File: config.mk
export PLATFORM = sky130hd
export DESIGN_NAME = cfilt_cell
export DESIGN_NICKNAME = d
export VERILOG_FILES = /design/src/hdl/cfilt_pkg.sv /design/src/hdl/cfilt_cell.sv
export SDC_FILE = /design/constraint.sdc
export NUM_CORES = 1
export LEC_CHECK = 0
export BUFFER_PORTS_ARGS = -buffer_cell sky130_fd_sc_hd__buf_2
export CAP_MARGIN = 20
export CORE_ASPECT_RATIO = 1.75
export CORE_MARGIN = 2
export CORE_UTILIZATION = 50
export DETAILED_ROUTE_END_ITERATION = 10
export PLACE_DENSITY = 0.76
export SKIP_LAST_GASP = 1
export SYNTH_ARGS = -nofsm -noshare
export SYNTH_HDL_FRONTEND = slang
export SYNTH_SLANG_ARGS = --single-unit
File: constraint.sdc
create_clock -name clk_i -period 0.8 [get_ports clk_i]
set_input_delay 0.08 -clock clk_i [delete_from_list [all_inputs] [get_ports clk_i]]
set_output_delay 0.08 -clock clk_i [all_outputs]
set_load 0.02 [all_outputs]
File: src/hdl/cfilt_pkg.sv
// Package for the 3x3 image filter: sizes, config register indexes and the
// pipeline record handed from cell to cell. No dependencies.
package cfilt_pkg;

  localparam int unsigned MaxWidthDef   = 1024;
  localparam int unsigned KernelSizeDef = 3;
  localparam int unsigned CoeffFracDef  = 8;
  localparam int unsigned MaxHeight     = 4096;

  localparam int unsigned PixW   = 8;
  localparam int unsigned CoefW  = 12;
  localparam int unsigned KrowW  = 36;
  localparam int unsigned WidthW = 11;
  localparam int unsigned HgtW   = 13;
  localparam int unsigned IdxW   = 3;
  localparam int unsigned Taps   = 9;
  // running sum, wide enough for nine taps at the smallest fraction width
  localparam int unsigned SumW   = 24;

  typedef enum logic [IdxW-1:0] {
    REG_WIDTH   = 3'd0,
    REG_HEIGHT  = 3'd1,
    REG_KTOP    = 3'd2,
    REG_KMIDDLE = 3'd3,
    REG_KBOTTOM = 3'd4
  } reg_idx_e;

  typedef struct packed {
    logic                        valid;
    logic                        inner;
    logic                        last;
    logic [PixW-1:0]             centre;
    logic [Taps-1:0][PixW-1:0]   win;
    logic signed [SumW-1:0]      sum;
  } cell_t;

endpackage

File: src/hdl/cfilt_cell.sv
// One tap of the filter chain: multiply-accumulate with truncation toward
// zero, then hand the record to the next cell. Uses cfilt_pkg.
module cfilt_cell import cfilt_pkg::*; #(
  parameter int unsigned Tap      = 0,
  parameter int unsigned CoefFrac = CoeffFracDef
) (
  input  logic             clk_i,
  input  logic             rst_ni,
  input  logic             en_i,
  input  logic [CoefW-1:0] coeff_i,
  input  cell_t            stage_i,
  output cell_t            stage_o
);

  localparam int unsigned TW = SumW + CoefFrac + 1;

  logic signed [PixW+CoefW:0] prod;
  logic signed [TW-1:0]       t;
  logic signed [TW-1:0]       tq;
  cell_t                      nxt;
  cell_t                      stage_q;
  logic                       valid_q;

  always_comb begin
    prod = $signed({1'b0, stage_i.win[Tap]}) * $signed(coeff_i);
    t    = (TW'(stage_i.sum) <<< CoefFrac) + TW'(prod);
    if (t < 0) begin
      tq = (t + TW'((1 << CoefFrac) - 1)) >>> CoefFrac;
    end else begin
      tq = t >>> CoefFrac;
    end
    nxt     = stage_i;
    nxt.sum = tq[SumW-1:0];
  end

  always_ff @(posedge clk_i or negedge rst_ni) begin
    if (!rst_ni) begin
      valid_q <= 1'b0;
    end else if (en_i) begin
      valid_q <= stage_i.valid;
    end
  end

  always_ff @(posedge clk_i) begin
    if (en_i) begin
      stage_q <= nxt;
    end
  end

  always_comb begin
    stage_o       = stage_q;
    stage_o.valid = valid_q;
  end

endmodule

==> flow_metrics.tcl, run 1 <==
set metrics [dict create \
    postRouteAntennaNets 0 \
    vias 7980 \
    grt_pass1_vias 8489 \
    cts_num_sinks 107 \
    busiest_layer "met2" \
    rsz0062_at_grt "true" \
    dr.first_iter.drc_count 449 \
    worst_hold_path_type "in2async" \
    tritoncts "done" \
    drv_slew 0 \
    root_buffer "clkbuf_16" \
    worstPathMaxFanout 10 \
    ys_warn_count 0 \
    end_kind "register" \
    core_area_um2 17460 \
    nets 1549 \
    clk-insertion-delay-late_ns 0.36 \
    synth-async-reset-ratio_pct 0.9346 \
    wl_um 29750 \
    yosysTopAreaCellShare_pct 35.95 \
    worst_slack_ns -5.110 \
    path_buf_inv 5 \
    synthToLayoutAreaGrowth_pct 55.72 \
    syn_avg_cell_area_um2 11.28 \
    synth_common_cells "136 x inv_1, 106 x edfxtp_1, 100 x fa_1" \
    nFillCells 1056 \
    port_buffers 228 \
    path_common_cell "fa_1" \
    max_slew_margin_pct 63.82 \
    post_drt_wl_per_cell_um 19.82 \
    grt_antenna_before_repair 1 \
    synth_most_common_cell "inv_1" \
    overflow 0 \
    worstMarginPinSlew_ns 0.5370 \
    syn_inst 785 \
    drc 0 \
    multi_input_area_um2 5565 \
    violations "setup timing" \
    final_cell_area_um2 13790 \
    met1_usage_pct 30.14 \
    outcome "finished, violations left" \
    yosys.area.top_type "edfxtp_1" \
    slowest_stage "fa_1" \
    crit_type "in2reg" \
    crit_family "adder cells" \
    crit_path_max_incr_delay_ns 0.61 \
    post-route-period-util_pct 738.8 \
    fp.dieH_um 180.0 \
    synthFlopType "edfxtp_1" \
    die_w_um 104.6 \
    fmax_mhz 169.2 \
    required_ns 0.90 \
    grtUsageTotal_pct 29.45 \
    start_util_pct 50.72 \
    grtUsageMet3_pct 3.617 \
    maxCapViolCount 0 \
    firstDrtPassIters 5 \
    path_clk_slew_ns 0.08 \
    h-tree-depth 3 \
    yosys-top-cells-area "edfxtp_1 36%, fa_1 23%, ha_1 8.9%, inv_1 5.8%, nand2_1 3.7%" \
    drive_above_1_share_pct 42.16 \
    cts_buffers 9 \
    finalHoldViolations 0 \
    path_cells "buf_2, and2_4, fa_2, inv_4, fa_2, fa_1, fa_1, clkinvlp_4, buf_12, fa_1, ha_4, nand2_1, o21ai_2, buf_4, nor2_1, o41ai_2, a41oi_2, xnor2_2, nand4_4, or4b_4, nor4b_4, xnor2_1" \
    arrival_ns 6.01 \
    place_congestion 0.8828 \
    synthesis.area_um2 8853 \
    rows 64 \
    synth.distinct_cells 72 \
    ios 229 \
    dp_hpwl_um 19050 \
    synth-seq-cells 107 \
    finalSetupViolCount 131 \
    grt_pass1_wl_um 42920 \
    cts_buffer_depth 2 \
    min_period_ns 5.910 \
    regArea_um2 3208 \
    die-area_um2 18830 \
    via_per_inst 5.316 \
    grt_util_met2_pct 58.85 \
    syn-num-nets 1070 \
    grt_max_degree 44 \
    clock_skew_ns 0 \
    synth_enable_flop_cells 106 \
    place_area_um2 11630 \
    critPathLaunchType "input port" \
    ys_seq_area_share_pct 36.24 \
]
## placed cells by master, fill, tap and decap left out, types with 43 or more instances in the layout
cell and instances:
buf_4 176, buf_2 144, inv_1 132, edfxtp_1 106
fa_1 93, buf_6 87, nand2_1 83, dlygate4sd3_1 77
ha_1 50, and2_1 43
## routing by layer
metal	vias to the layer above	share of wire (%)
met3	99	4.2
met4	0	5.2
met1	4002	33
met2	328	58
met5	-	0
li1	3551	-
## stage by stage
| step | util, % | TNS, ns | setup WS, ns | hold slack, ns | cells |
|---|---|---|---|---|---|
| floorplan | - | -117.14 | -5.470 | -0.2156 | 785 |
| global placement | 66.60 | -122.03 | -5.462 | -0.1455 | 1399 |
| detailed placement | 66.60 | -123.80 | -5.537 | -0.1440 | 1399 |
| CTS | 76.35 | -129.76 | -4.930 | 0.01620 | 1497 |
| global route | 78.98 | -142.01 | -5.252 | 0.03482 | 1501 |
| finish | 78.98 | -135.15 | -5.110 | 0.02834 | 1501 |
## worst paths after layout
kind | startpoint | to | slack [ns] | cells past startpoint
worst min register to register | valid_q | valid_q | 0.54 | 1
worst max register to register | valid_q | valid_q | 0.04 | 1
min in group clk_i | stage_i[29] | stage_o[29] | 0.13 | 2
max in group asynchronous | rst_ni | valid_q | 0.68 | 2
worst min-delay path | rst_ni | valid_q | 0.03 | 2
worst max-delay path | coeff_i[11] | stage_o[22] | -5.11 | 22
## sequential cells by signal, summed over array words and instances, names as in the netlist
| register | cells |
|---|---|
| valid_q | 1 |
| stage_o | 106 |
## kinds of logic (layout without fill, tap and decap cells)
logic type / after synthesis / after routing / share of synthesized area (%)
AOI/OAI and AO/OA: 98 / 98 / 7.518
xor gates and xnor gates: 53 / 53 / 5.328
adders and majority gates: 163 / 163 / 31.52
buffers and inverters: 156 / 640 / 6.939
DFF: 107 / 107 / 36.24
muxes: 2 / 2 / 0.2402
other: 0 / 1 / 0
and+or+nand+nor: 206 / 206 / 12.22
## layout make-up
cell class              instances  share of cell area (%)
inverters                     136                   3.748
flip-flops and latches        107                   23.27
well taps                     231                   2.096
repair buffers                488                   28.09
multi-input cells             522                   40.37
clock buffers                   9                   1.634
diodes                          1                 0.01815
clock inverters                 7                  0.7805
## what timing repair did
item                                    4_1_cts  5_1_grt
setup buffers                                 6        3
pin swaps                                    44       16
hold buffers                                 77        0
resized for setup                           139      118
endpoints found under the hold margin        77        0
endpoints found under the setup margin      131      131
Power of run 1 is left out: the tool's default activity adds up to more than one toggle a clock period on the data nets, which glitch-free logic cannot reach.
==> run 2, diff against run 1 <==
--- a/config.mk
+++ b/config.mk
@@ -7,7 +7,7 @@
 export LEC_CHECK = 0
 export BUFFER_PORTS_ARGS = -buffer_cell sky130_fd_sc_hd__buf_2
 export CAP_MARGIN = 20
-export CORE_ASPECT_RATIO = 1.75
+export CORE_ASPECT_RATIO = 0.75
 export CORE_MARGIN = 2
 export CORE_UTILIZATION = 50
 export DETAILED_ROUTE_END_ITERATION = 10
==> flow_metrics.tcl, run 2 (synthesized netlist as in run 1, its figures left out) <==
set metrics [dict create \
    num_antenna_cells 0 \
    worst_slack_ns -5.076 \
    critPathLaunchType "input port" \
    dp_cells 1411 \
    drc 0 \
    place_congestion 0.9217 \
    min_period_ns 5.876 \
    layout_commonest_cell "buf_4" \
    clock_skew_ns 0 \
    rsz0062_at_grt "true" \
    firstDrtPassIters 7 \
    finalSetupViolCount 132 \
    nets 1572 \
    maxCapViolCount 0 \
    cts_num_sinks 107 \
    grt_pass1_vias 8690 \
    path_clk_slew_ns 0.08 \
    drv_slew 0 \
    multi_input_area_um2 5833 \
    finalHoldViolations 0 \
    wl_um 32080 \
    whs_ns 0.03533 \
    fp.dieH_um 119.2 \
    worstMarginPinSlew_ns 0.4284 \
    stdcell_count 1534 \
    worst_hold_path_type "in2async" \
    ios 229 \
    start_util_pct 50.59 \
    overflow 0 \
    grt_antenna_before_repair 0 \
    worstPathMaxFanout 5 \
    dr.first_iter.drc_count 627 \
    cts_buffer_depth 2 \
    postRouteAntennaNets 0 \
    vias 8241 \
    post-route-period-util_pct 734.5 \
    regArea_um2 3208 \
    nFillCells 949 \
    final_cell_mix "195 x buf_4, 128 x inv_1, 124 x buf_2" \
    violations "setup timing" \
    die-area_um2 18800 \
    core_area_um2 17500 \
    ff2ff_setup_slack_ns -0.01 \
    end_kind "register" \
    max_slew_margin_pct 71.14 \
    required_ns 0.90 \
    place_ws_ns -5.592 \
    rows 42 \
    outcome "finished, violations left" \
    final_core_util_pct 82.10 \
    arrival_ns 5.97 \
    largest_reg_flops 106 \
    h-tree-depth 3 \
    post_drt_wl_per_cell_um 20.91 \
    die_w_um 157.7 \
    crit_type "in2reg" \
    grtUsageTotal_pct 30.68 \
    grt_pass1_wl_um 44220 \
    dp_hpwl_um 18830 \
    synthToLayoutAreaGrowth_pct 62.28 \
    fmax_mhz 170.2 \
    tritoncts "done" \
    root_buffer "clkbuf_16" \
    via_per_inst 5.372 \
    clk-insertion-delay-late_ns 0.35 \
    port_buffers 228 \
    grt_max_degree 42 \
    drive_above_1_share_pct 45.98 \
    cts_buffers 9 \
]
run 2: cell types whose count changed in the layout (fill, tap and decap cells not counted), moves of 5 or more:
| cell | delta |
|---|---|
| buf_2 | -20 |
| a21oi_4 | +5 |
| xnor2_1 | -7 |
| ha_1 | -5 |
| nand2_1 | -6 |
| buf_4 | +19 |
| buf_6 | +17 |
| xnor2_2 | +7 |
run 2: area by class of cell:
type	count	area share, %
Clock buffer	10	1.594
Clock inverter	6	0.4267
Inverter	136	3.597
Sequential cell	107	22.33
Timing Repair Buffer	511	29.35
Multi-Input combinational cell	522	40.60
Tap cell	242	2.107
run 2: repair_timing:
action,CTS,global route
setup buffers,15,18
hold endpoints to repair,78,0
pin swaps,69,56
endpoints found under the setup margin,131,132
resized for setup,173,187
cloned,1,0
hold buffers,78,0
run 2: worst max-delay path: stages:
cell	delay [ns]
buf_2	0.15
buf_4	0.15
buf_4	0.10
nand2_1	0.06
fa_1	0.48
inv_1	0.06
fa_1	0.48
ha_1	0.29
inv_1	0.05
fa_1	0.55
inv_1	0.05
ha_1	0.31
ha_4	0.15
inv_2	0.06
fa_2	0.37
nand2b_4	0.16
a211o_4	0.36
buf_6	0.14
a21oi_4	0.16
xor2_2	0.20
o311a_4	0.22
and4_4	0.24
nand4_4	0.11
or4b_4	0.56
buf_4	0.16
buf_4	0.12
xnor2_1	0.13
run 2: final timing paths:
| path | from | endpoint | cells past startpoint |
|---|---|---|---|
| setup / recovery | coeff_i[5] | stage_o[19] | 27 |
| hold / removal | rst_ni | valid_q | 2 |
| setup reg to reg | valid_q | valid_q | 1 |
| hold reg to reg | valid_q | valid_q | 1 |
| max in group asynchronous | rst_ni | valid_q | 2 |
| min in group clk_i | stage_i[27] | stage_o[27] | 1 |
run 2: metal layers:
metal	global-route usage, %	routed length (um)
met5	0	0
met4	16.36	2324
met1	36.15	11380
met3	5.277	2598
met2	53.37	15780
run 2: through the flow:
stage / TNS, ns / instance area, um2
after floorplan: -117.14 / 8975
after global placement: -124.64 / 11650
after detailed placement: -127.06 / 11650
after CTS: -129.01 / 13550
after global routing: -140.16 / 14370
final: -134.23 / 14370
Power of run 2 is left out for the same reason.
